File: config.mk
export PLATFORM = sky130hd
export DESIGN_NAME = arq_datapath
export DESIGN_NICKNAME = d
export VERILOG_FILES = /design/src/rtl/arq_pkg.sv /design/src/rtl/arq_datapath.sv
export SDC_FILE = /design/constraint.sdc
export NUM_CORES = 2
export LEC_CHECK = 0
export ABC_AREA = 1
export BUFFER_PORTS_ARGS = -buffer_cell sky130_fd_sc_hd__buf_2
export CAP_MARGIN = 0
export CORE_ASPECT_RATIO = 2
export CORE_UTILIZATION = 50
export CTS_BUF_LIST = sky130_fd_sc_hd__clkbuf_2
export DETAILED_ROUTE_END_ITERATION = 8
export PLACE_DENSITY = 0.64
export SYNTH_ARGS = -nofsm -noshare
export SYNTH_HDL_FRONTEND = slang
export SYNTH_SLANG_ARGS = --single-unit
File: constraint.sdc
create_clock -name i_clk -period 11.62 [get_ports i_clk]
set_input_delay 0.581 -clock i_clk [delete_from_list [all_inputs] [get_ports i_clk]]
set_output_delay 0.581 -clock i_clk [all_outputs]
set_load 0.02 [all_outputs]
File: src/rtl/arq_pkg.sv
package arq_pkg;

    localparam int SCALE_W    = 24;
    localparam int SCALE_FRAC = 24;
    localparam int EPS_W      = 16;
    localparam int CFG_IDX_W  = 2;
    localparam int CFG_DATA_W = 24;

    localparam logic [CFG_IDX_W-1:0] CFG_X_SCALE = 2'd0;
    localparam logic [CFG_IDX_W-1:0] CFG_Y_SCALE = 2'd1;
    localparam logic [CFG_IDX_W-1:0] CFG_EPSILON = 2'd2;

    localparam logic [SCALE_W-1:0] X_SCALE_RST = 24'd54700;
    localparam logic [SCALE_W-1:0] Y_SCALE_RST = 24'd70036;
    localparam logic [EPS_W-1:0]   EPSILON_RST = 16'd1;

    localparam logic FUNC_PRESS = 1'b0;
    localparam logic FUNC_DRAG  = 1'b1;

    localparam int MAP_LAST  = 5;
    localparam int PROD_LAST = 13;

    typedef enum logic [3:0] {
        ST_IDLE,
        ST_MAP,
        ST_SQRT,
        ST_SQEND,
        ST_DIVX,
        ST_DIVXEND,
        ST_DIVY,
        ST_DIVYEND,
        ST_FIN,
        ST_PROD
    } t_state;

    typedef enum logic [3:0] {
        OPD_ZERO,
        OPD_POSX,
        OPD_POSY,
        OPD_XSC,
        OPD_YSC,
        OPD_X,
        OPD_Y,
        OPD_Z,
        OPD_SX,
        OPD_SY,
        OPD_SZ,
        OPD_CX,
        OPD_CY,
        OPD_CZ,
        OPD_EPS
    } t_opnd;

    typedef enum logic [1:0] {
        ACC_HOLD,
        ACC_LOAD,
        ACC_ADD,
        ACC_SUB
    } t_acc;

    typedef enum logic [2:0] {
        CST_NONE,
        CST_CX,
        CST_CY,
        CST_CZ,
        CST_W
    } t_cst;

    typedef struct packed {
        logic  latch_in;
        t_opnd mul_a;
        t_opnd mul_b;
        t_acc  acc;
        logic  ld_x;
        logic  ld_y;
        logic  sq_init;
        logic  sq_step;
        logic  sq_done;
        logic  div_init;
        logic  div_axis;
        logic  div_step;
        logic  div_wr;
        logic  st_start;
        t_cst  cst;
        logic  out_load;
    } t_cmd;

    typedef struct packed {
        logic func;
        logic outside;
        logic out_busy;
    } t_stat;

    localparam t_cmd CMD_NOP = '0;

endpackage

File: src/rtl/arq_datapath.sv
module arq_datapath #(
    parameter int COORD_BITS = 12,
    parameter int FRAC_BITS  = 16
) (
    input  logic                           i_clk,
    input  logic                           i_rst_n,
    input  arq_pkg::t_cmd                  i_cmd,
    output arq_pkg::t_stat                 o_stat,
    input  logic                           i_func,
    input  logic [COORD_BITS-1:0]          i_pos_x,
    input  logic [COORD_BITS-1:0]          i_pos_y,
    input  logic [arq_pkg::SCALE_W-1:0]    i_x_scale,
    input  logic [arq_pkg::SCALE_W-1:0]    i_y_scale,
    input  logic [arq_pkg::EPS_W-1:0]      i_eps,
    output logic                           o_out_valid,
    input  logic                           i_out_ready,
    output logic signed [FRAC_BITS+1:0]    o_rot_x,
    output logic signed [FRAC_BITS+1:0]    o_rot_y,
    output logic signed [FRAC_BITS+1:0]    o_rot_z,
    output logic signed [FRAC_BITS+1:0]    o_rot_w
);

    localparam int F   = FRAC_BITS;
    localparam int VW  = F + 2;
    localparam int XW  = F + 3;
    localparam int MW0 = (XW > arq_pkg::SCALE_W + 1) ? XW : arq_pkg::SCALE_W + 1;
    localparam int MW  = (MW0 > COORD_BITS + 1) ? MW0 : COORD_BITS + 1;
    localparam int PW  = 2 * MW;
    localparam int AW  = 2 * F + 5;
    localparam int RW  = 2 * F + 4;
    localparam int QW  = F + 2;
    localparam int SRW = F + 5;
    localparam int DRW = F + 3;
    localparam int NW  = 2 * F + 2;
    localparam int SH  = arq_pkg::SCALE_FRAC - F;

    localparam logic [PW-1:0]        RND_S    = PW'((64'd1 << SH) >> 1);
    localparam logic [PW-1:0]        THREE_S  = PW'(3) << F;
    localparam logic signed [XW-1:0] ONE_X    = XW'(1) << F;
    localparam logic signed [XW-1:0] TWO_X    = XW'(1) << (F + 1);
    localparam logic signed [XW-1:0] NTWO_X   = -(XW'(1) << (F + 1));
    localparam logic [RW-1:0]        ONE_SQ   = RW'(1) << (2 * F);
    localparam logic [QW-1:0]        ONE_Q    = QW'(1) << F;
    localparam logic [AW-1:0]        HALF_C   = AW'(1) << (F - 1);
    localparam logic [AW-1:0]        HALF_W   = AW'(1) << F;
    localparam logic [AW-1:0]        ONE_A    = AW'(1) << F;

    logic                     r_func;
    logic [COORD_BITS-1:0]    r_px, r_py;
    logic signed [XW-1:0]     r_x, r_y, r_z;
    logic signed [VW-1:0]     r_sx, r_sy, r_sz;
    logic signed [VW-1:0]     r_cx, r_cy, r_cz, r_w;
    logic signed [PW-1:0]     r_prod;
    logic signed [AW-1:0]     r_acc;
    logic                     r_outside;
    logic [RW-1:0]            r_rad;
    logic [SRW-1:0]           r_srem;
    logic [QW-1:0]            r_root;
    logic [DRW-1:0]           r_drem;
    logic [QW-1:0]            r_dlo;
    logic [QW-1:0]            r_q;
    logic                     r_dneg;
    logic                     r_ovalid;
    logic signed [VW-1:0]     r_ox, r_oy, r_oz, r_ow;

    logic signed [MW-1:0]     opa, opb;
    logic [PW-1:0]            scaled;
    logic signed [XW-1:0]     sx_val, sy_val;
    logic signed [AW-1:0]     prod_a;
    logic [SRW-1:0]           sq_sh, sq_trial;
    logic [DRW-1:0]           dv_sh;
    logic signed [XW-1:0]     dv_src;
    logic [QW-1:0]            dv_mag;
    logic [NW-1:0]            dv_num;
    logic [QW-1:0]            dv_qc;
    logic signed [XW-1:0]     dv_val;
    logic [AW-1:0]            rs_mag, rs_sum, rs_q;
    logic [F:0]               rs_cl;
    logic signed [VW-1:0]     rs_val;
    logic                     gt_eps;

    function automatic logic signed [MW-1:0] pick(
        input arq_pkg::t_opnd sel,
        input logic [COORD_BITS-1:0] px, input logic [COORD_BITS-1:0] py,
        input logic [arq_pkg::SCALE_W-1:0] xs, input logic [arq_pkg::SCALE_W-1:0] ys,
        input logic signed [XW-1:0] x, input logic signed [XW-1:0] y,
        input logic signed [XW-1:0] z,
        input logic signed [VW-1:0] sx, input logic signed [VW-1:0] sy,
        input logic signed [VW-1:0] sz,
        input logic signed [VW-1:0] cx, input logic signed [VW-1:0] cy,
        input logic signed [VW-1:0] cz,
        input logic [arq_pkg::EPS_W-1:0] eps);
        logic signed [MW-1:0] v;
        case (sel)
            arq_pkg::OPD_POSX: v = $signed(MW'(px));
            arq_pkg::OPD_POSY: v = $signed(MW'(py));
            arq_pkg::OPD_XSC:  v = $signed(MW'(xs));
            arq_pkg::OPD_YSC:  v = $signed(MW'(ys));
            arq_pkg::OPD_X:    v = MW'(x);
            arq_pkg::OPD_Y:    v = MW'(y);
            arq_pkg::OPD_Z:    v = MW'(z);
            arq_pkg::OPD_SX:   v = MW'(sx);
            arq_pkg::OPD_SY:   v = MW'(sy);
            arq_pkg::OPD_SZ:   v = MW'(sz);
            arq_pkg::OPD_CX:   v = MW'(cx);
            arq_pkg::OPD_CY:   v = MW'(cy);
            arq_pkg::OPD_CZ:   v = MW'(cz);
            arq_pkg::OPD_EPS:  v = $signed(MW'(eps));
            default:           v = '0;
        endcase
        return v;
    endfunction

    always_comb begin
        opa = pick(i_cmd.mul_a, r_px, r_py, i_x_scale, i_y_scale, r_x, r_y, r_z,
                   r_sx, r_sy, r_sz, r_cx, r_cy, r_cz, i_eps);
        opb = pick(i_cmd.mul_b, r_px, r_py, i_x_scale, i_y_scale, r_x, r_y, r_z,
                   r_sx, r_sy, r_sz, r_cx, r_cy, r_cz, i_eps);

        scaled = ($unsigned(r_prod) + RND_S) >> SH;
        sx_val = (scaled >= THREE_S) ? TWO_X : $signed({1'b0, scaled[F+1:0]}) - ONE_X;
        sy_val = (scaled >= THREE_S) ? NTWO_X : ONE_X - $signed({1'b0, scaled[F+1:0]});

        prod_a = r_prod[AW-1:0];

        sq_sh    = {r_srem[SRW-3:0], r_rad[RW-1:RW-2]};
        sq_trial = SRW'({r_root, 2'b01});

        dv_sh  = {r_drem[DRW-2:0], r_dlo[QW-1]};
        dv_src = i_cmd.div_axis ? r_y : r_x;
        dv_mag = QW'((dv_src < 0) ? -dv_src : dv_src);
        dv_num = NW'({dv_mag, {F{1'b0}}}) + NW'(r_root >> 1);
        dv_qc  = (r_q > ONE_Q) ? ONE_Q : r_q;
        dv_val = r_dneg ? -$signed({1'b0, dv_qc}) : $signed({1'b0, dv_qc});

        rs_mag = (r_acc < 0) ? AW'(-r_acc) : AW'(r_acc);
        rs_sum = rs_mag + ((i_cmd.cst == arq_pkg::CST_W) ? HALF_W : HALF_C);
        rs_q   = (i_cmd.cst == arq_pkg::CST_W) ? (rs_sum >> (F + 1)) : (rs_sum >> F);
        rs_cl  = (rs_q > ONE_A) ? ONE_A[F:0] : rs_q[F:0];
        rs_val = (r_acc < 0) ? -$signed({1'b0, rs_cl}) : $signed({1'b0, rs_cl});

        gt_eps = $signed(PW'(r_acc)) > r_prod;
    end

    always_ff @(posedge i_clk) begin
        if (i_cmd.latch_in) begin
            r_func <= i_func;
            r_px   <= i_pos_x;
            r_py   <= i_pos_y;
        end

        r_prod <= opa * opb;

        case (i_cmd.acc)
            arq_pkg::ACC_LOAD: r_acc <= prod_a;
            arq_pkg::ACC_ADD:  r_acc <= r_acc + prod_a;
            arq_pkg::ACC_SUB:  r_acc <= r_acc - prod_a;
            default:           r_acc <= r_acc;
        endcase

        if (i_cmd.ld_x) begin
            r_x <= sx_val;
        end else if (i_cmd.div_wr && i_cmd.div_init) begin
            r_x <= dv_val;
        end
        if (i_cmd.ld_y) begin
            r_y <= sy_val;
        end else if (i_cmd.div_wr && !i_cmd.div_init) begin
            r_y <= dv_val;
        end

        if (i_cmd.sq_init) begin
            r_outside <= r_acc > $signed(AW'(ONE_SQ));
            r_rad     <= (r_acc > $signed(AW'(ONE_SQ))) ? r_acc[RW-1:0]
                                                        : ONE_SQ - r_acc[RW-1:0];
            r_srem    <= '0;
            r_root    <= '0;
        end else if (i_cmd.sq_step) begin
            r_rad <= r_rad << 2;
            if (sq_sh >= sq_trial) begin
                r_srem <= sq_sh - sq_trial;
                r_root <= {r_root[QW-2:0], 1'b1};
            end else begin
                r_srem <= sq_sh;
                r_root <= {r_root[QW-2:0], 1'b0};
            end
        end

        if (i_cmd.sq_done) begin
            r_z <= r_outside ? '0 : $signed(XW'(r_root));
        end

        if (i_cmd.div_init) begin
            r_drem <= DRW'(dv_num >> QW);
            r_dlo  <= dv_num[QW-1:0];
            r_q    <= '0;
            r_dneg <= dv_src < 0;
        end else if (i_cmd.div_step) begin
            r_dlo <= r_dlo << 1;
            if (dv_sh >= DRW'(r_root)) begin
                r_drem <= dv_sh - DRW'(r_root);
                r_q    <= {r_q[QW-2:0], 1'b1};
            end else begin
                r_drem <= dv_sh;
                r_q    <= {r_q[QW-2:0], 1'b0};
            end
        end

        case (i_cmd.cst)
            arq_pkg::CST_CX: r_cx <= rs_val;
            arq_pkg::CST_CY: r_cy <= rs_val;
            arq_pkg::CST_CZ: r_cz <= rs_val;
            arq_pkg::CST_W:  r_w  <= rs_val;
            default: begin
            end
        endcase

        if (i_cmd.out_load) begin
            r_ox <= gt_eps ? r_cx : '0;
            r_oy <= gt_eps ? r_cy : '0;
            r_oz <= gt_eps ? r_cz : '0;
            r_ow <= gt_eps ? r_w  : '0;
        end
    end

    always_ff @(posedge i_clk) begin
        if (!i_rst_n) begin
            r_sx     <= '0;
            r_sy     <= '0;
            r_sz     <= '0;
            r_ovalid <= 1'b0;
        end else begin
            if (i_cmd.st_start) begin
                r_sx <= r_x[VW-1:0];
                r_sy <= r_y[VW-1:0];
                r_sz <= r_z[VW-1:0];
            end
            if (i_cmd.out_load) begin
                r_ovalid <= 1'b1;
            end else if (i_out_ready) begin
                r_ovalid <= 1'b0;
            end
        end
    end

    assign o_stat.func     = r_func;
    assign o_stat.outside  = r_outside;
    assign o_stat.out_busy = r_ovalid && !i_out_ready;

    assign o_out_valid = r_ovalid;
    assign o_rot_x     = r_ox;
    assign o_rot_y     = r_oy;
    assign o_rot_z     = r_oz;
    assign o_rot_w     = r_ow;

endmodule

After elaboration in Yosys (flattened, before gate mapping)

Index checks and enable logic that the tools add are counted.

Add/sub/neg operators: 14
Multiply operators: 1
Div/mod/pow operators: 0
$lt $le $gt $ge: 9
Equality and inequality tests: 35
Shifts and indexed selects: 0
Muxes and demuxes: 31
Bitwise logic cells: 0
Reductions and logical operators: 11

Operators with widths:

| operator                 | count |
|---|---|
| $pmux W25 S14            | 2 |
| $mux W19                 | 9 |
| $pmux W37 S3             | 1 |
| $mux W18                 | 6 |
| $mux W36                 | 3 |
| $eq A4 B4 Y1 const B     | 14 |
| $add A50 B8 Y50 const B  | 1 |
| $gt A37 B50 Y1           | 1 |
| $mul A25 B25 Y50         | 1 |
| $ge A42 B18 Y1 const B   | 1 |
| $add A37 B17 Y37         | 1 |
| $add A37 B37 Y37         | 1 |
| $gt A37 B34 Y1 const B   | 1 |
| $lt A37 B1 Y1 const B    | 1 |
| $mux W37                 | 1 |
| $neg A37 Y37             | 1 |
| $sub A37 B37 Y37         | 1 |
| $sub A33 B36 Y36 const A | 1 |
| $add A34 B17 Y34         | 1 |
| $mux W17                 | 2 |
| $eq A4 B3 Y1 const B     | 8 |
| $mux W16                 | 2 |
| $ge A21 B20 Y1           | 1 |
| $gt A21 B17 Y1 const B   | 1 |
| 23 further kinds         | 39 |

Register bits after elaboration: 497
Bits in latches: 0
Memory bits (writable): 0
Bits in read-only memories: 0
Bits of input ports: 117
Output and inout bits: 76
Word-level logic and storage cells: 131
Memories: 0

Logic depth before layout (Yosys ltp)

Word-level depth: 8
Depth in mapped cells: 41
Depth with buffers taken out: 39

Worst setup path before layout

Ideal clock, no wire load.

Path kind: in2reg
From: input port i_cmd[21] (netlist name)
To: register r_prod[46]
Library setup time: 72 ps
Arrival: 8299 ps
Required time: 11548 ps
Slack: 3249 ps
Stages on the path: 39
Buffers on the path: 2
Path through: inv_1 > nor2_1 > inv_1 > nor2_1 > inv_1 > buf_2 > o21ai_0 > a221oi_1 > o211ai_1 > nor4_1 > clkinv_1 > buf_2 > nand2_1 > fa_1 > inv_1 > fa_1 > inv_1 > fa_1 > (+3 left out) > fa_1 > inv_1 > fa_1 > inv_1 > fa_1 > inv_1 > ha_1 > a21oi_1 > inv_1 > nor2_1 > a21boi_0 > o21ai_1 > a21oi_1 > o21ai_1 > a21boi_0 > o21ai_1 > a21oi_1 > xor2_1

Word-level cells in the longest chain between the ends: 3
Elaborated cells on any way between the ends: 16
Those cells by class: mul: 1; eq/ne: 14; mux: 1

RTL lines:

| element                                    | RTL line            | source |
|---|---|---|
| from (decl)                                | arq_datapath.sv:7   | `input arq_pkg::t_cmd i_cmd,` |
| $eq A4 B4 Y1, or another cell as far along | arq_datapath.sv:94  | `case (sel)` |
| $pmux W25 S14 (*)                          | arq_datapath.sv:94  |  |
| $mul A25 B25 Y50 (*)                       | arq_datapath.sv:152 | `r_prod <= opa * opb;` |
| to (signal assigned)                       | arq_datapath.sv:152 |  |
| to (decl)                                  | arq_datapath.sv:53  | `logic signed [PW-1:0] r_prod;` |

Mark *: on every way between the ends. The rest lies on a longest branch, timed or not.
A chain may end at the register's enable or synchronous reset.

Worst setup path in the final report

From: register r_cy[17]
To: register r_prod[48]

Word-level cells in the longest chain between the ends: 2
Elaborated cells on any way between the ends: 3
Those cells by class: mul: 1; mux: 2

RTL lines:

| element                | RTL line            | source |
|---|---|---|
| from (decl)            | arq_datapath.sv:52  | `logic signed [VW-1:0] r_cx, r_cy, r_cz, r_w;` |
| from (signal assigned) | arq_datapath.sv:211 | `arq_pkg::CST_CY: r_cy <= rs_val;` |
| $pmux W25 S14          | arq_datapath.sv:94  |  |
| $mul A25 B25 Y50 (*)   | arq_datapath.sv:152 |  |

Marked as above.

==> reports/qor.yml <==
syn_nets: 7743
critPathCaptureType: "flip-flop"
fillers: 10400
ys_ff_latch: 496
min_period_ns: 9.72
synth-simple-area-share_pct: 18.9
yosys.area_share.adder_pct: 30.7
yosysWarningCount: 0
grt_max_degree: 82
worstHoldPathType: "in -> reg"
cts.clk_slew.worst_paths_ns: 0.15
grt_pass1_vias: 50200
ctsHoldBuffers: 80
wl_mm: 217
placed_cells: 8150
drtIter0Drc: 4018
ioPinCount: 193
die_h_um: 468
syn-instance-count: 6687
cap_violations: 0
num_vias: 49000
path_class: "reg -> reg"
cp.arrival_ns: 11.06
syn_area_per_cell_um2: 8.13
most-common-layout-cells: "1350 x inv_1, 1204 x nand2_1, 685 x nor2_1"
fin_crit_sh_pct: 83.7
cts_buffer_depth: 3
grt_first_pass_wirelength_mm: 316
postCtsResizedCells: 0
cp_max_fo: 16
cpPeakStageDelay_ns: 0.82
cts_tree: "yes"
htreeDepth: 3
drc_errors: 0
insertion_delay_ns: 1.45
grt_use_total_pct: 39.9
final_hold_viol_count: 0
ys.flop_type: "edfxtp_1"
gp_congestion: 1.08
die_x_um: 235
ys_seq_area_share_pct: 24.4
ant_nets: 0
area_delta_synth_final_pct: 8.75
finalNonFillerCells: 8460
antenna_found_initial: 10
cp.required_ns: 12.96
synth-edff-count: 334
synth_cell_types: 80
portBuffers: 192
drive_above_1_share_pct: 9.40
hpwl_mm: 175
synth_mux_area_share_pct: 0.0184
syn_area_mm2: 0.0544
via_per_inst: 5.79
crit_path_frequent_cell: "inv_1"
clkSinkCount: 496
nets: 8027
rsz0062_at_grt: "no"
fmax_mhz: 103
synth_compound_area_share_pct: 11.1
cts_buffers: 115
final_common_cell: "inv_1"
synthXorXnorAreaFrac_pct: 3.57
grt_overflow: 0
skew_ns: 0.114
tightest_slew_ns: 1.42
setup_viol: 0
status: "finished clean"
async_flop_share_pct: 0
fin_tns_setup_ns: 0
maxSlewViolCount: 0
relSlewSlack_pct: 5.25
core_area_mm2: 0.108
synth_top_family_by_area: "adder cells"
fp.dieArea_mm2: 0.110
initial_utilization_pct: 50.5
first_pass_iters: 9
cts_root_buf: "clkbuf_2"
place_ws_ns: 1.36
setup_slack_ns: 1.90
slowest_stage: "fa_1"
post_drt_wl_per_cell_um: 25.7
cts_setup_buffers: 0
rows: 170
crit_path_start_kind: "flip-flop"
[cell usage after synthesis (all sizes together) (9+ instances only)]
master	count	area (um^2)
o211ai	15	113
o21bai	9	67.6
clkinv	30	113
nand3	206	1120
or2	34	213
clkbuf	187	703
o31ai	28	215
o2111ai	17	149
o21ai	333	1690
a21oi	298	1500
dfxtp	162	3240
a21boi	12	90.1
inv	1366	5130
edfxtp	334	10000
o22ai	184	1150
buf	30	181
nor4	44	300
nand2	1236	4780
nor3	76	415
nor2	721	2900
a32o	13	130
a31oi	25	156
nand4	58	390
fa	661	13200
ha	278	3480
xnor2	63	552
nand3b	9	67.6
a221oi	28	245
a22o	12	105
xor2	157	1390
[logic make-up after synthesis]
kind of cell / Yosys count
compound gates: 1019
xor+xnor: 220
fa+ha+maj: 939
buf+inv: 1613
flops: 496
mux: 1
simple gates: 2399
[path summary, 6_finish.rpt]
path | from | to | slack, ns | cells past startpoint
setup / recovery | r_cy[17]$_DFFE_PN_ | r_prod[48]$_DFF_P_ | 1.90 | 32
setup reg to reg | r_cy[17]$_DFFE_PN_ | r_prod[48]$_DFF_P_ | 1.90 | 32
hold reg to reg | r_srem[17]$_SDFFE_PP0P_ | r_srem[17]$_SDFFE_PP0P_ | 0.49 | 2
hold / removal | i_cmd[10] | r_srem[5]$_SDFFE_PP0P_ | 0.14 | 5
[state kept, by name, summed over array words and instances (netlist names), 19 cells and up]
signal	count
r_y	19
r_x	19
r_prod	50
r_acc	37
r_srem	19
r_rad	36
[worst max-delay path, delay by kind of cell, from the launching register on]
kind	cells	cell delay (ns)
adder cells (fa/ha/maj)	8	3.96
XOR/XNOR	1	0.15
flip-flops	1	0.39
buffers and inverters	9	1.69
AND/OR/NAND/NOR	5	1.52
AO/OA/AOI/OAI	9	1.89
[stage by stage]
stage	hold slack [ns]	util (%)	instance area (um^2)
after floorplan	0.449	-	54400
after global placement	0.465	53.0	57100
after detailed placement	0.474	53.0	57100
after CTS	0.00762	54.9	59100
after global routing	0.0605	54.9	59100
final	0.140	54.9	59100
[cell type report]
type	count	area [um^2]	share of cell area [%]
Multi-Input combinational cell	4578	35000	59.3
Sequential cell	496	13300	22.4
Inverter	1396	5250	8.87
Timing Repair Buffer	384	2610	4.41
Tap cell	1376	1720	2.91
Clock buffer	149	746	1.26
Clock inverter	68	464	0.785
Antenna cell	13	32.5	0.0550
[metal layers]
| layer | vias up | routed length, um | track usage [%] |
|---|---|---|---|
| met5 | - | 26 | 0 |
| met2 | 2381 | 110000 | 70.9 |
| li1 | 21900 | - | - |
| met4 | 4 | 29000 | 44.2 |
| met1 | 23700 | 65000 | 36.4 |
| met3 | 1105 | 13700 | 7.65 |
Power is not shown: default switching activity piles up to over one toggle a cycle in this logic, so the estimate is an artifact.
