### config.mk
export PLATFORM = sky130hd
export DESIGN_NAME = arq_ctrl
export DESIGN_NICKNAME = d
export VERILOG_FILES = /design/src/rtl/arq_pkg.sv /design/src/rtl/arq_ctrl.sv
export SDC_FILE = /design/constraint.sdc
export NUM_CORES = 1
export LEC_CHECK = 0
export ABC_AREA = 1
export BUFFER_PORTS_ARGS = -buffer_cell sky130_fd_sc_hd__buf_2
export CELL_PAD_IN_SITES_DETAIL_PLACEMENT = 0
export CELL_PAD_IN_SITES_GLOBAL_PLACEMENT = 1
export CORE_MARGIN = 10
export CORE_UTILIZATION = 34
export DETAILED_ROUTE_END_ITERATION = 6
export PLACE_DENSITY = 0.79
export SYNTH_ARGS = -nofsm -noshare
export SYNTH_HDL_FRONTEND = slang
export SYNTH_SLANG_ARGS = --single-unit
### constraint.sdc
create_clock -name i_clk -period 1.7 [get_ports i_clk]
set_clock_uncertainty 0.05 [all_clocks]
set_input_delay 0.085 -clock i_clk [delete_from_list [all_inputs] [get_ports i_clk]]
set_output_delay 0.085 -clock i_clk [all_outputs]
set_load 0.02 [all_outputs]
### src/rtl/arq_pkg.sv
package arq_pkg;

    localparam int SCALE_W    = 24;
    localparam int SCALE_FRAC = 24;
    localparam int EPS_W      = 16;
    localparam int CFG_IDX_W  = 2;
    localparam int CFG_DATA_W = 24;

    localparam logic [CFG_IDX_W-1:0] CFG_X_SCALE = 2'd0;
    localparam logic [CFG_IDX_W-1:0] CFG_Y_SCALE = 2'd1;
    localparam logic [CFG_IDX_W-1:0] CFG_EPSILON = 2'd2;

    localparam logic [SCALE_W-1:0] X_SCALE_RST = 24'd54700;
    localparam logic [SCALE_W-1:0] Y_SCALE_RST = 24'd70036;
    localparam logic [EPS_W-1:0]   EPSILON_RST = 16'd1;

    localparam logic FUNC_PRESS = 1'b0;
    localparam logic FUNC_DRAG  = 1'b1;

    localparam int MAP_LAST  = 5;
    localparam int PROD_LAST = 13;

    typedef enum logic [3:0] {
        ST_IDLE,
        ST_MAP,
        ST_SQRT,
        ST_SQEND,
        ST_DIVX,
        ST_DIVXEND,
        ST_DIVY,
        ST_DIVYEND,
        ST_FIN,
        ST_PROD
    } t_state;

    typedef enum logic [3:0] {
        OPD_ZERO,
        OPD_POSX,
        OPD_POSY,
        OPD_XSC,
        OPD_YSC,
        OPD_X,
        OPD_Y,
        OPD_Z,
        OPD_SX,
        OPD_SY,
        OPD_SZ,
        OPD_CX,
        OPD_CY,
        OPD_CZ,
        OPD_EPS
    } t_opnd;

    typedef enum logic [1:0] {
        ACC_HOLD,
        ACC_LOAD,
        ACC_ADD,
        ACC_SUB
    } t_acc;

    typedef enum logic [2:0] {
        CST_NONE,
        CST_CX,
        CST_CY,
        CST_CZ,
        CST_W
    } t_cst;

    typedef struct packed {
        logic  latch_in;
        t_opnd mul_a;
        t_opnd mul_b;
        t_acc  acc;
        logic  ld_x;
        logic  ld_y;
        logic  sq_init;
        logic  sq_step;
        logic  sq_done;
        logic  div_init;
        logic  div_axis;
        logic  div_step;
        logic  div_wr;
        logic  st_start;
        t_cst  cst;
        logic  out_load;
    } t_cmd;

    typedef struct packed {
        logic func;
        logic outside;
        logic out_busy;
    } t_stat;

    localparam t_cmd CMD_NOP = '0;

endpackage

### src/rtl/arq_ctrl.sv
module arq_ctrl #(
    parameter int FRAC_BITS = 16
) (
    input  logic           i_clk,
    input  logic           i_rst_n,
    input  logic           i_in_valid,
    output logic           o_in_ready,
    input  arq_pkg::t_stat i_stat,
    output arq_pkg::t_cmd  o_cmd
);

    localparam int NS = FRAC_BITS + 2;
    localparam int SW = $clog2(NS + arq_pkg::PROD_LAST + 2);

    arq_pkg::t_state r_state, n_state;
    logic [SW-1:0]   r_step, n_step;

    always_ff @(posedge i_clk) begin
        if (!i_rst_n) begin
            r_state <= arq_pkg::ST_IDLE;
            r_step  <= '0;
        end else begin
            r_state <= n_state;
            r_step  <= n_step;
        end
    end

    always_comb begin
        n_state = r_state;
        n_step  = r_step + SW'(1);
        case (r_state)
            arq_pkg::ST_IDLE: begin
                n_step = '0;
                if (i_in_valid) begin
                    n_state = arq_pkg::ST_MAP;
                end
            end
            arq_pkg::ST_MAP: begin
                if (r_step == SW'(arq_pkg::MAP_LAST)) begin
                    n_state = arq_pkg::ST_SQRT;
                    n_step  = '0;
                end
            end
            arq_pkg::ST_SQRT: begin
                if (r_step == SW'(NS - 1)) begin
                    n_state = arq_pkg::ST_SQEND;
                end
            end
            arq_pkg::ST_SQEND: begin
                n_step  = '0;
                n_state = i_stat.outside ? arq_pkg::ST_DIVX : arq_pkg::ST_FIN;
            end
            arq_pkg::ST_DIVX: begin
                if (r_step == SW'(NS - 1)) begin
                    n_state = arq_pkg::ST_DIVXEND;
                end
            end
            arq_pkg::ST_DIVXEND: begin
                n_step  = '0;
                n_state = arq_pkg::ST_DIVY;
            end
            arq_pkg::ST_DIVY: begin
                if (r_step == SW'(NS - 1)) begin
                    n_state = arq_pkg::ST_DIVYEND;
                end
            end
            arq_pkg::ST_DIVYEND: begin
                n_step  = '0;
                n_state = arq_pkg::ST_FIN;
            end
            arq_pkg::ST_FIN: begin
                n_step  = '0;
                n_state = (i_stat.func == arq_pkg::FUNC_DRAG) ? arq_pkg::ST_PROD
                                                               : arq_pkg::ST_IDLE;
            end
            arq_pkg::ST_PROD: begin
                if (r_step == SW'(arq_pkg::PROD_LAST)) begin
                    n_step = r_step;
                    if (!i_stat.out_busy) begin
                        n_state = arq_pkg::ST_IDLE;
                        n_step  = '0;
                    end
                end
            end
            default: begin
                n_state = arq_pkg::ST_IDLE;
                n_step  = '0;
            end
        endcase
    end

    always_comb begin
        o_cmd      = arq_pkg::CMD_NOP;
        o_in_ready = 1'b0;
        case (r_state)
            arq_pkg::ST_IDLE: begin
                o_in_ready     = 1'b1;
                o_cmd.latch_in = i_in_valid;
            end
            arq_pkg::ST_MAP: begin
                case (r_step)
                    SW'(0): begin
                        o_cmd.mul_a = arq_pkg::OPD_POSX;
                        o_cmd.mul_b = arq_pkg::OPD_XSC;
                    end
                    SW'(1): begin
                        o_cmd.mul_a = arq_pkg::OPD_POSY;
                        o_cmd.mul_b = arq_pkg::OPD_YSC;
                        o_cmd.ld_x  = 1'b1;
                    end
                    SW'(2): begin
                        o_cmd.mul_a = arq_pkg::OPD_X;
                        o_cmd.mul_b = arq_pkg::OPD_X;
                        o_cmd.ld_y  = 1'b1;
                    end
                    SW'(3): begin
                        o_cmd.mul_a = arq_pkg::OPD_Y;
                        o_cmd.mul_b = arq_pkg::OPD_Y;
                        o_cmd.acc   = arq_pkg::ACC_LOAD;
                    end
                    SW'(4): begin
                        o_cmd.acc = arq_pkg::ACC_ADD;
                    end
                    SW'(5): begin
                        o_cmd.sq_init = 1'b1;
                    end
                    default: begin
                        o_cmd = arq_pkg::CMD_NOP;
                    end
                endcase
            end
            arq_pkg::ST_SQRT: begin
                o_cmd.sq_step = 1'b1;
            end
            arq_pkg::ST_SQEND: begin
                o_cmd.sq_done  = 1'b1;
                o_cmd.div_init = i_stat.outside;
                o_cmd.div_axis = 1'b0;
            end
            arq_pkg::ST_DIVX: begin
                o_cmd.div_step = 1'b1;
            end
            arq_pkg::ST_DIVXEND: begin
                o_cmd.div_wr   = 1'b1;
                o_cmd.div_init = 1'b1;
                o_cmd.div_axis = 1'b1;
            end
            arq_pkg::ST_DIVY: begin
                o_cmd.div_step = 1'b1;
            end
            arq_pkg::ST_DIVYEND: begin
                o_cmd.div_wr = 1'b1;
            end
            arq_pkg::ST_FIN: begin
                o_cmd.st_start = (i_stat.func == arq_pkg::FUNC_PRESS);
            end
            arq_pkg::ST_PROD: begin
                case (r_step)
                    SW'(0): begin
                        o_cmd.mul_a = arq_pkg::OPD_SY;
                        o_cmd.mul_b = arq_pkg::OPD_Z;
                    end
                    SW'(1): begin
                        o_cmd.mul_a = arq_pkg::OPD_SZ;
                        o_cmd.mul_b = arq_pkg::OPD_Y;
                        o_cmd.acc   = arq_pkg::ACC_LOAD;
                    end
                    SW'(2): begin
                        o_cmd.mul_a = arq_pkg::OPD_SZ;
                        o_cmd.mul_b = arq_pkg::OPD_X;
                        o_cmd.acc   = arq_pkg::ACC_SUB;
                    end
                    SW'(3): begin
                        o_cmd.mul_a = arq_pkg::OPD_SX;
                        o_cmd.mul_b = arq_pkg::OPD_Z;
                        o_cmd.acc   = arq_pkg::ACC_LOAD;
                        o_cmd.cst   = arq_pkg::CST_CX;
                    end
                    SW'(4): begin
                        o_cmd.mul_a = arq_pkg::OPD_SX;
                        o_cmd.mul_b = arq_pkg::OPD_Y;
                        o_cmd.acc   = arq_pkg::ACC_SUB;
                    end
                    SW'(5): begin
                        o_cmd.mul_a = arq_pkg::OPD_SY;
                        o_cmd.mul_b = arq_pkg::OPD_X;
                        o_cmd.acc   = arq_pkg::ACC_LOAD;
                        o_cmd.cst   = arq_pkg::CST_CY;
                    end
                    SW'(6): begin
                        o_cmd.mul_a = arq_pkg::OPD_SX;
                        o_cmd.mul_b = arq_pkg::OPD_X;
                        o_cmd.acc   = arq_pkg::ACC_SUB;
                    end
                    SW'(7): begin
                        o_cmd.mul_a = arq_pkg::OPD_SY;
                        o_cmd.mul_b = arq_pkg::OPD_Y;
                        o_cmd.acc   = arq_pkg::ACC_LOAD;
                        o_cmd.cst   = arq_pkg::CST_CZ;
                    end
                    SW'(8): begin
                        o_cmd.mul_a = arq_pkg::OPD_SZ;
                        o_cmd.mul_b = arq_pkg::OPD_Z;
                        o_cmd.acc   = arq_pkg::ACC_ADD;
                    end
                    SW'(9): begin
                        o_cmd.mul_a = arq_pkg::OPD_CX;
                        o_cmd.mul_b = arq_pkg::OPD_CX;
                        o_cmd.acc   = arq_pkg::ACC_ADD;
                    end
                    SW'(10): begin
                        o_cmd.mul_a = arq_pkg::OPD_CY;
                        o_cmd.mul_b = arq_pkg::OPD_CY;
                        o_cmd.acc   = arq_pkg::ACC_LOAD;
                        o_cmd.cst   = arq_pkg::CST_W;
                    end
                    SW'(11): begin
                        o_cmd.mul_a = arq_pkg::OPD_CZ;
                        o_cmd.mul_b = arq_pkg::OPD_CZ;
                        o_cmd.acc   = arq_pkg::ACC_ADD;
                    end
                    SW'(12): begin
                        o_cmd.mul_a = arq_pkg::OPD_EPS;
                        o_cmd.mul_b = arq_pkg::OPD_EPS;
                        o_cmd.acc   = arq_pkg::ACC_ADD;
                    end
                    SW'(13): begin
                        o_cmd.mul_a    = arq_pkg::OPD_EPS;
                        o_cmd.mul_b    = arq_pkg::OPD_EPS;
                        o_cmd.out_load = !i_stat.out_busy;
                    end
                    default: begin
                        o_cmd = arq_pkg::CMD_NOP;
                    end
                endcase
            end
            default: begin
                o_cmd = arq_pkg::CMD_NOP;
            end
        endcase
    end

endmodule

# == Word level (Yosys, flattened, before mapping) ==
# Index checks and enable logic that the tools add are counted.
# word_totals
in_bits,6
reg_bits,10
# classes
reduce_logical,11
bitwise_logic,1
n_addsub,1
muxes,33
eq_ne,31
# op_table
op,n
one-hot mux 8 bit (13 select lines),1
two-way mux 4 bit,10
one-hot mux 4 bit (10 select lines),1
equality test 6 x 4 -> 1 bit (second input constant),6
one-hot mux 7 bit (4 select lines),1
one-hot mux 13 bit (2 select lines),1
equality test 6 x 3 -> 1 bit (second input constant),4
two-way mux 6 bit,3
one-hot mux 6 bit (3 select lines),1
equality test 4 x 3 -> 1 bit (second input constant),4
!= test 2 bit (second input constant),7
equality test 6 x 2 -> 1 bit (second input constant),2
one-hot mux 3 bit (4 select lines),1
two-way mux 1 bit,11
equality test 4 x 2 -> 1 bit (second input constant),2
equality test 4 bit (second input constant),2
one-hot mux 2 bit (2 select lines),2
AND reduction 7 bit,1
adder 6 x 1 -> 6 bit (second input constant),1
equality test 6 x 1 -> 1 bit (second input constant),1
equality test 6 x 5 -> 1 bit (second input constant),1
logical NOT 6 bit,1
one-hot mux 2 bit (3 select lines),1
OR reduction 2 bit,3
8 further kinds,9

# == Logic depth before layout (Yosys ltp) ==
# Gate-level depths: netlist of the first run.
# depth
word_depth,4
ltp_mapped,11
ltp_nobuf,11

# == Worst setup path after synthesis of the first run ==
# OpenSTA, ideal clock, no wires.
# synth_path
path_kind,register -> output
start,reg r_step[0]
end,out o_cmd[22] (netlist bit)
path_slack_ps,142
t_required_ps,1565
stages_incl_launch_ff,8
t_arrival_ps,1423
cell_sequence,dfxtp_1 ha_1 nand2_1 inv_1 nand2_1 nand2_1 nor2_1 o21ai_0
# synth_rtl
element,line_no,text
"start, declared",arq_ctrl.sv:16,"logic [SW-1:0] r_step, n_step;"
"start signal, assigned",arq_ctrl.sv:24,r_step <= n_step;
"end, declared",arq_ctrl.sv:9,output arq_pkg::t_cmd o_cmd

==> reports/results.ini, run 1 <==
[setup_path]
worstPathRequired_ns = 1.56
crit_path_start_kind = flip-flop
path_class = flip-flop to output pin
arrival_ns = 1.75
crit_chain = inv_4 > ha_4 > o211ai_1 > nand2_1 > nor2_2 > nand3_1 > nand2_2 > nand2_2 > buf_6
slowest_stage = dfxtp_4
path_delay_family = simple AND/OR/NAND/NOR gates
worst_path_largest_cell_delay_ns = 0.39
end_kind = output pin
timing.critical_path.buf_inv = 2
crit_fanout = 4
r2r_start = r_step[1]
startpoint = r_step[0]
cp_common_cell = nand2_2

[power_and_ir_drop]
total_power_mw = 2.24
vdd_drop_max_mv = 0.618
leakagePower_nw = 0.972
power_density_nw_per_um2 = 1230

[yosys]
ys_ff_latch = 10
ys_warn_count = 0
syn_inst = 225
yosysSeqAreaShare_pct = 16.8
synth_cell_types = 22
avgSynthCellArea_um2 = 5.28
syn_nets = 235
syn-cell-area_um2 = 1190

[sta]
rsz0062_at_grt = true
hold_slack_ns = 0.0760
finalSetupTns_ns = -1.16
setup_violations = 9
max-slew-margin-rel_pct = 77.1
final.period_utilization_pct = 111
finalMaxSlewViolations = 0
worst_slack_ns = -0.188
tightest_slew_ns = 0.341
final-hold-violation-count = 0
max_freq_mhz = 530
fin_crit_ns = 1.89

[global_route]
met1_usage_pct = 14.9
grt-ovfl-total = 0
grtUsageTotal_pct = 12.6
grt_max_degree = 10
grt_pass1_wl_um = 6640
grtUsageMet3_pct = 2.70
antenna_found_initial = 0
grt_pass1_vias = 1498
busiest_layer = met2
use_met2_pct = 21.4

[detailed_routing]
vias_per_cell = 4.80
wirelength_um = 3920
wl_per_cell_um = 12.1
drt_iter0_drc = 65
vias = 1549
dr.pass1.iters = 4
ant_nets = 0
route.detailed.drc = 0

[run_status]
violations = setup timing
outcome = finished, violations left

[clock_network]
root_buffer = clkbuf_4
htree_levels = 1
cts.sinks = 10
clkTransAtPathRegs_ns = 0.07
cts_buffer_depth = 2
postCtsHoldBufs = 0
cts_tree = done
clock_latency_ns = 0.27
cts-buffers-inserted = 3

[min_path]
hp-start = i_rst_n
hold_class = input port to flip-flop

[place]
gp_congestion = 0.883
portBuffers = 31
hpwl_um = 3060
placedCellCount = 313

[floorplan]
die_h_um = 79.1
dieArea_um2 = 6260
pin_count = 32
die_x_um = 79.1
rows = 21
start_util_pct = 35.3
fp.coreArea_um2 = 3360

[final_layout]
final_common_cell = nand2_1
seq_area_um2 = 216
postLayoutCoreUtil_pct = 54.0
layout_common_cells = 57 x nand2_1, 33 x nor2_1, 27 x inv_1
num-fill-cells = 383
final_net_count = 289
drive_gt1_share_pct = 41.9
diodes = 0
area_growth_syn_to_layout_pct = 52.8
final_cells = 323
multi_input_comb_area_um2 = 1030

[job]
cap_violations = 0

## worst paths after layout
kind | endpoint | slack, ns | depth (start not counted)
max | o_cmd[23] | -0.19 | 9
min | r_step[2] | 0.08 | 3
max reg2reg | r_state[3] | 0.09 | 13
min reg2reg | r_state[3] | 0.48 | 2
## power breakdown
part / total [mW] / leakage, nW / internal (mW) / switching, mW
Clock: 0.164 / 0.0138 / 0.0818 / 0.0818
Sequential: 0.387 / 0.0860 / 0.300 / 0.0868
Combinational: 1.69 / 0.872 / 0.652 / 1.04
## state kept, by name, summed over array words and instances, names as in the netlist
name	flops
r_step	6
r_state	4
## worst reg2reg max path: stages, from the launching register on
cell	delay (ns)
dfxtp_4	0.36
inv_4	0.07
ha_4	0.16
buf_6	0.11
inv_4	0.03
nor2_4	0.09
nand2_4	0.07
buf_6	0.14
nand2_8	0.08
nand2_4	0.05
nor2_4	0.11
nand3_2	0.08
nand2_1	0.07
nor2_1	0.04
## through the flow
stage / worst slack (ns) / instance area (um^2)
6_report: -0.188 / 1820
5_1_grt: -0.290 / 1820
4_1_cts: -0.193 / 1630
3_5_place_dp: -0.0878 / 1480
3_3_place_gp: -0.102 / 1480
2_1_floorplan: 0.142 / 1190
## area by class of cell
type,instances,share of cell area (%)
clock buffer,3,1.24
timing repair buffer,50,19.3
sequential,10,11.9
multi-input combinational,178,56.5
tap,46,3.17
inverter,36,7.85
## synth_stat cells
master | count | share of area, %
nor2_4 | 4 | 3.8
clkbuf_8 | 1 | 1.2
nand2_1 | 65 | 21
o21ai_1 | 2 | 0.84
nand4_1 | 1 | 0.53
nor2_2 | 2 | 1.1
nand2_2 | 6 | 3.2
nand3_2 | 1 | 0.84
o21ai_0 | 16 | 6.7
inv_2 | 4 | 1.3
nor2_1 | 46 | 15
a31oi_1 | 1 | 0.53
o211ai_1 | 2 | 1.3
inv_1 | 32 | 10
nand3b_1 | 1 | 0.63
o22ai_1 | 1 | 0.53
a21oi_1 | 2 | 0.84
dfxtp_1 | 10 | 17
ha_1 | 4 | 4.2
nor3_1 | 6 | 2.5
nand3_1 | 17 | 7.2
nand2_4 | 1 | 0.95
## cells by family after synthesis
kind of cell	Yosys count	synth area share (%)
simple gates	150	55.7
buf+inv	37	12.5
compound gates	24	10.7
flops	10	16.8
fa+ha+maj	4	4.21
## layer usage
layer / vias up / share of wire (%)
li1: 807 / -
met1: 699 / 44
met2: 38 / 49
met3: 5 / 6.0
met4: 0 / 1.5
met5: - / 0
## repair_timing
| item | in CTS | in global routing |
|---|---|---|
| endpoints found under the setup margin | 13 | 25 |
| buffers inserted | 5 | 2 |
| gates resized for setup | 37 | 51 |
| gates cloned | 0 | 0 |
| pin swaps | 12 | 18 |
Power figures use the tool's default switching activity.
==> run 2: changes to the inputs <==
--- a/config.mk
+++ b/config.mk
@@ -6,7 +6,7 @@
 export NUM_CORES = 1
 export LEC_CHECK = 0
 export ABC_AREA = 1
-export BUFFER_PORTS_ARGS = -buffer_cell sky130_fd_sc_hd__buf_2
+export BUFFER_PORTS_ARGS = -buffer_cell sky130_fd_sc_hd__buf_4
 export CELL_PAD_IN_SITES_DETAIL_PLACEMENT = 0
 export CELL_PAD_IN_SITES_GLOBAL_PLACEMENT = 1
 export CORE_MARGIN = 10
==> run 2 against run 1 <==
Against the previous run: combinational power grew 11%; the flow still finishes with violations (setup timing); routed wire length grew 6.5%; core utilization grew 5.0 points; fmax grew 1.1%; critical path depth is the same; total power grew 10%; sequential cell count is the same; via count grew 2.1%.
==> reports/results.ini, run 2 (synthesis results as in run 1) <==
[run_status]
outcome = finished, violations left
violations = setup timing

[global_route]
grt_pass1_wl_um = 6920
grt_pass1_vias = 1537
antenna_found_initial = 0
grt-ovfl-total = 0
grtUsageTotal_pct = 12.9
grt_max_degree = 11

[setup_path]
worst_path_largest_cell_delay_ns = 0.39
crit_fanout = 4
worstPathRequired_ns = 1.56
end_kind = output pin
arrival_ns = 1.73
crit_path_start_kind = flip-flop
path_delay_family = simple AND/OR/NAND/NOR gates
crit_chain = inv_4 > ha_4 > o211ai_1 > nand2_1 > nor2_2 > nand3_1 > nand2_2 > nand2_1 > buf_6
path_class = flip-flop to output pin
cp_common_cell = nand2_1
slowest_stage = dfxtp_4
timing.critical_path.buf_inv = 2

[sta]
max-slew-margin-rel_pct = 73.6
final.period_utilization_pct = 110
finalMaxSlewViolations = 0
setup_violations = 11
tightest_slew_ns = 0.393
max_freq_mhz = 535
fin_crit_ns = 1.87
worst_slack_ns = -0.168
hold_slack_ns = 0.0300
final-hold-violation-count = 0
finalSetupTns_ns = -1.24
rsz0062_at_grt = true

[detailed_routing]
vias = 1582
ant_nets = 0
drt_iter0_drc = 88
wl_per_cell_um = 12.6
vias_per_cell = 4.78
wirelength_um = 4170
dr.pass1.iters = 4
route.detailed.drc = 0

[clock_network]
cts-buffers-inserted = 3
htree_levels = 1
cts.sinks = 10
postCtsHoldBufs = 0
clkTransAtPathRegs_ns = 0.07
root_buffer = clkbuf_4
cts_tree = done
clock_latency_ns = 0.27
cts_buffer_depth = 2

[final_layout]
final_net_count = 296
num-fill-cells = 355
layout_common_cells = 53 x nand2_1, 45 x buf_4, 29 x nor2_1
largest_register = r_step
seq_area_um2 = 221
diodes = 0
top_regs = r_step (6), r_state (4)
area_growth_syn_to_layout_pct = 66.9
multi_input_comb_area_um2 = 1050
final_cells = 331
largest_register_ffs = 6
drive_gt1_share_pct = 47.0
final_common_cell = nand2_1

[floorplan]
pin_count = 32
die_h_um = 79.1
dieArea_um2 = 6260
start_util_pct = 35.3
die_x_um = 79.1
fp.coreArea_um2 = 3360
rows = 21

[job]
cap_violations = 0

[min_path]
hold_class = input port to flip-flop

[place]
placedCellCount = 314
gp_congestion = 0.813
portBuffers = 31
hpwl_um = 3210

[power_and_ir_drop]
total_power_mw = 2.48
leakagePower_nw = 1.01
vdd_drop_max_mv = 0.801
power_density_nw_per_um2 = 1250

run 2: cell count changes in the layout (fill, tap and decap cells not counted), moves of 2 or more:
cell	change
nor2_4	-2
nor2_1	-4
buf_4	+25
nand2_1	-4
dfxtp_4	+2
dfxtp_2	-2
buf_6	+4
nor2_2	+6
nand2_4	+4
o21ai_1	-2
buf_2	-22
run 2: area by class of cell:
type,instances,share of cell area (%)
inverter,36,7.19
sequential,10,11.2
multi-input combinational,178,53.1
tap,46,2.90
clock buffer,4,1.83
timing repair buffer,57,23.8
run 2: power by group:
group | switching (mW) | internal [mW]
Sequential | 0.0877 | 0.297
Combinational | 1.11 | 0.767
Clock | 0.0882 | 0.130
run 2: path summary, 6_finish.rpt:
path                            slack, ns  startpoint  depth (start not counted)          to
worst max-delay path                -0.17   r_step[0]                          9   o_cmd[23]
worst min-delay path                 0.03     i_rst_n                          3  r_state[1]
worst max register to register       0.06   r_step[4]                         12   r_step[3]
worst min register to register       0.49  r_state[3]                          2  r_state[3]
run 2: stage by stage:
step | cell area, um^2 | setup WS, ns | utilization [%]
5_1_grt | 1980 | -0.251 | 59.0
4_1_cts | 1790 | -0.167 | 53.3
6_report | 1980 | -0.168 | 59.0
3_5_place_dp | 1560 | -0.109 | 46.5
2_1_floorplan | 1190 | 0.142 | -
3_3_place_gp | 1560 | -0.121 | 46.5
run 2: layer usage:
layer / share of wire [%] / global-route usage (%) / wire, um / vias up
li1: - / - / - / 825
met5: 0 / 0 / 0 / -
met2: 50 / 22.8 / 2070 / 29
met3: 3.2 / 1.35 / 135 / 4
met1: 46 / 15.8 / 1910 / 724
met4: 1.1 / 4.12 / 44 / 0
run 2: worst reg2reg max path: stages, from the launching register on:
cell     delay [ns]
dfxtp_4        0.36
nor2_4         0.23
buf_6          0.14
nand2_4        0.08
inv_4          0.09
buf_4          0.10
nand2_2        0.06
nand2_4        0.09
nand3_4        0.12
nand2_2        0.09
nand2_1        0.04
nand2_1        0.06
inv_1          0.03
run 2: timing repair:
item / 4_1_cts / 5_1_grt
setup endpoints to repair: 13 / 22
buffers inserted: 8 / 5
hold endpoints to repair: 0 / 0
pin swaps: 14 / 18
gates resized for setup: 47 / 47
==> run 3: changes to the inputs <==
--- a/config.mk
+++ b/config.mk
@@ -10,9 +10,9 @@
 export CELL_PAD_IN_SITES_DETAIL_PLACEMENT = 0
 export CELL_PAD_IN_SITES_GLOBAL_PLACEMENT = 1
 export CORE_MARGIN = 10
-export CORE_UTILIZATION = 34
+export CORE_UTILIZATION = 30
 export DETAILED_ROUTE_END_ITERATION = 6
-export PLACE_DENSITY = 0.79
+export PLACE_DENSITY = 0.73
 export SYNTH_ARGS = -nofsm -noshare
 export SYNTH_HDL_FRONTEND = slang
 export SYNTH_SLANG_ARGS = --single-unit
==> constraint.sdc (replaced) <==
create_clock -name i_clk -period 1.57 [get_ports i_clk]
set_clock_uncertainty 0.05 [all_clocks]
set_input_delay 0.0785 -clock i_clk [delete_from_list [all_inputs] [get_ports i_clk]]
set_output_delay 0.0785 -clock i_clk [all_outputs]
set_load 0.02 [all_outputs]
==> run 3 against run 2 <==
Against the previous run: the run still ends with setup timing left; sequential power increased by 8.6%; register-to-register slack got worse by 0.16 ns; clock-buffer cell count decreased by 1; total power rose by 16%; die area rose by 9.9%; final cell count grew 4.8%; routed wire length grew 5.3%; global-route usage shrank 1.6 points; combinational power increased by 17%.
==> reports/results.ini, run 3 (synthesis results as in run 1) <==
[sta]
worst_slack_ns = -0.313
fin_crit_ns = 1.88
setup_violations = 22
max-slew-margin-rel_pct = 82.5
rsz0062_at_grt = true
max_freq_mhz = 531
finalMaxSlewViolations = 0
tightest_slew_ns = 0.259
finalSetupTns_ns = -3.04
final-hold-violation-count = 0
final.period_utilization_pct = 120

[detailed_routing]
ant_nets = 0
dr.pass1.iters = 4
drt_iter0_drc = 110
route.detailed.drc = 0
wirelength_um = 4390
wl_per_cell_um = 12.6
vias_per_cell = 4.67
vias = 1620

[clock_network]
htree_levels = 1
postCtsHoldBufs = 0
cts_tree = done
cts-buffers-inserted = 3
root_buffer = clkbuf_8
cts.sinks = 10
clock_latency_ns = 0.24
cts_buffer_depth = 2
clkTransAtPathRegs_ns = 0.05

[global_route]
grt_max_degree = 10
antenna_found_initial = 0
grt_pass1_wl_um = 6970
grt-ovfl-total = 0
grt_pass1_vias = 1525
grtUsageTotal_pct = 11.3

[place]
portBuffers = 31
placed_area_um2 = 1700
hpwl_um = 3360
gp_congestion = 0.888
placedCellCount = 334

[setup_path]
worst_path_largest_cell_delay_ns = 0.39
path_delay_family = buffers and inverters
r2r_start = r_step[1]
crit_path_start_kind = flip-flop
worstPathRequired_ns = 1.44
end_kind = output pin
timing.critical_path.buf_inv = 3
crit_fanout = 4
startpoint = r_step[0]
arrival_ns = 1.75
path_class = flip-flop to output pin
slowest_stage = dfxtp_4
crit_chain = ha_2 > nand2_4 > inv_1 > nand2_1 > nand2_1 > nor2_4 > buf_4 > o21ai_0 > buf_4

[floorplan]
dieArea_um2 = 6880
die_x_um = 82.9
rows = 22
pin_count = 32
start_util_pct = 31.8
die_h_um = 82.9
fp.coreArea_um2 = 3740

[power_and_ir_drop]
power_density_nw_per_um2 = 1330
leakagePower_nw = 1.10
vdd_drop_max_mv = 0.874

[final_layout]
final_common_cell = buf_4
largest_register_ffs = 6
final_net_count = 311
top_regs = r_step (6), r_state (4)
area_growth_syn_to_layout_pct = 81.4
final_cells = 347
largest_register = r_step
drive_gt1_share_pct = 50.8
diodes = 0
layout_common_cells = 56 x buf_4, 49 x nand2_1, 30 x nor2_1
final_area_um2 = 2160

[run_status]
outcome = finished, violations left
violations = setup timing

[min_path]
hold_class = input port to flip-flop
hp-start = i_rst_n

[job]
cap_violations = 0

[run 3: final timing paths]
kind / end / slack, ns / depth (start not counted)
worst max-delay path: o_cmd[22] / -0.31 / 9
worst max register to register: r_step[2] / -0.10 / 13
worst min-delay path: r_step[0] / 0.08 / 3
worst min register to register: r_step[1] / 0.46 / 2
[run 3: tightest hold or removal path: stages]
cell     delay [ns]
buf_4          0.16
o21ai_2        0.06
nor2_1         0.03
[run 3: final cells by class]
cell class	count	area [um^2]
multi-input combinational	178	1100
sequential	10	215
timing repair buffer	72	601
inverter	36	143
tap	48	60.1
clock buffer	3	41.3
fill	387	1590
[run 3: layer usage]
| metal | vias up | track usage (%) | wire, um |
|---|---|---|---|
| met2 | 43 | 18.9 | 2160 |
| li1 | 849 | - | - |
| met4 | 0 | 3.38 | 53 |
| met5 | - | 0 | 0 |
| met1 | 722 | 14.7 | 2020 |
| met3 | 6 | 1.17 | 149 |
[run 3: where the power goes]
group / leakage (nW) / switching (mW) / internal, mW / total, mW
logic: 0.994 / 1.24 / 0.955 / 2.19
registers: 0.0851 / 0.0978 / 0.319 / 0.417
clock network: 0.0216 / 0.0985 / 0.168 / 0.266
total: 1.10 / 1.43 / 1.44 / 2.88
[run 3: what timing repair did]
| item | in CTS | in global routing |
|---|---|---|
| gates resized for setup | 46 | 59 |
| buffers inserted | 6 | 6 |
| endpoints found under the hold margin | 0 | 0 |
| pin swaps | 16 | 23 |
| endpoints found under the setup margin | 26 | 27 |
[run 3: per-stage QoR]
stage / setup WS (ns) / hold WS [ns] / utilization [%] / power (mW)
after floorplan: 0.0180 / 0.149 / - / 1.44
after global placement: -0.264 / 0.329 / 45.4 / 2.13
after detailed placement: -0.254 / 0.337 / 45.4 / 2.12
after CTS: -0.272 / 0.0912 / 51.4 / 2.61
after global routing: -0.406 / 0.0884 / 57.6 / 3.12
final: -0.313 / 0.0775 / 57.6 / 2.88
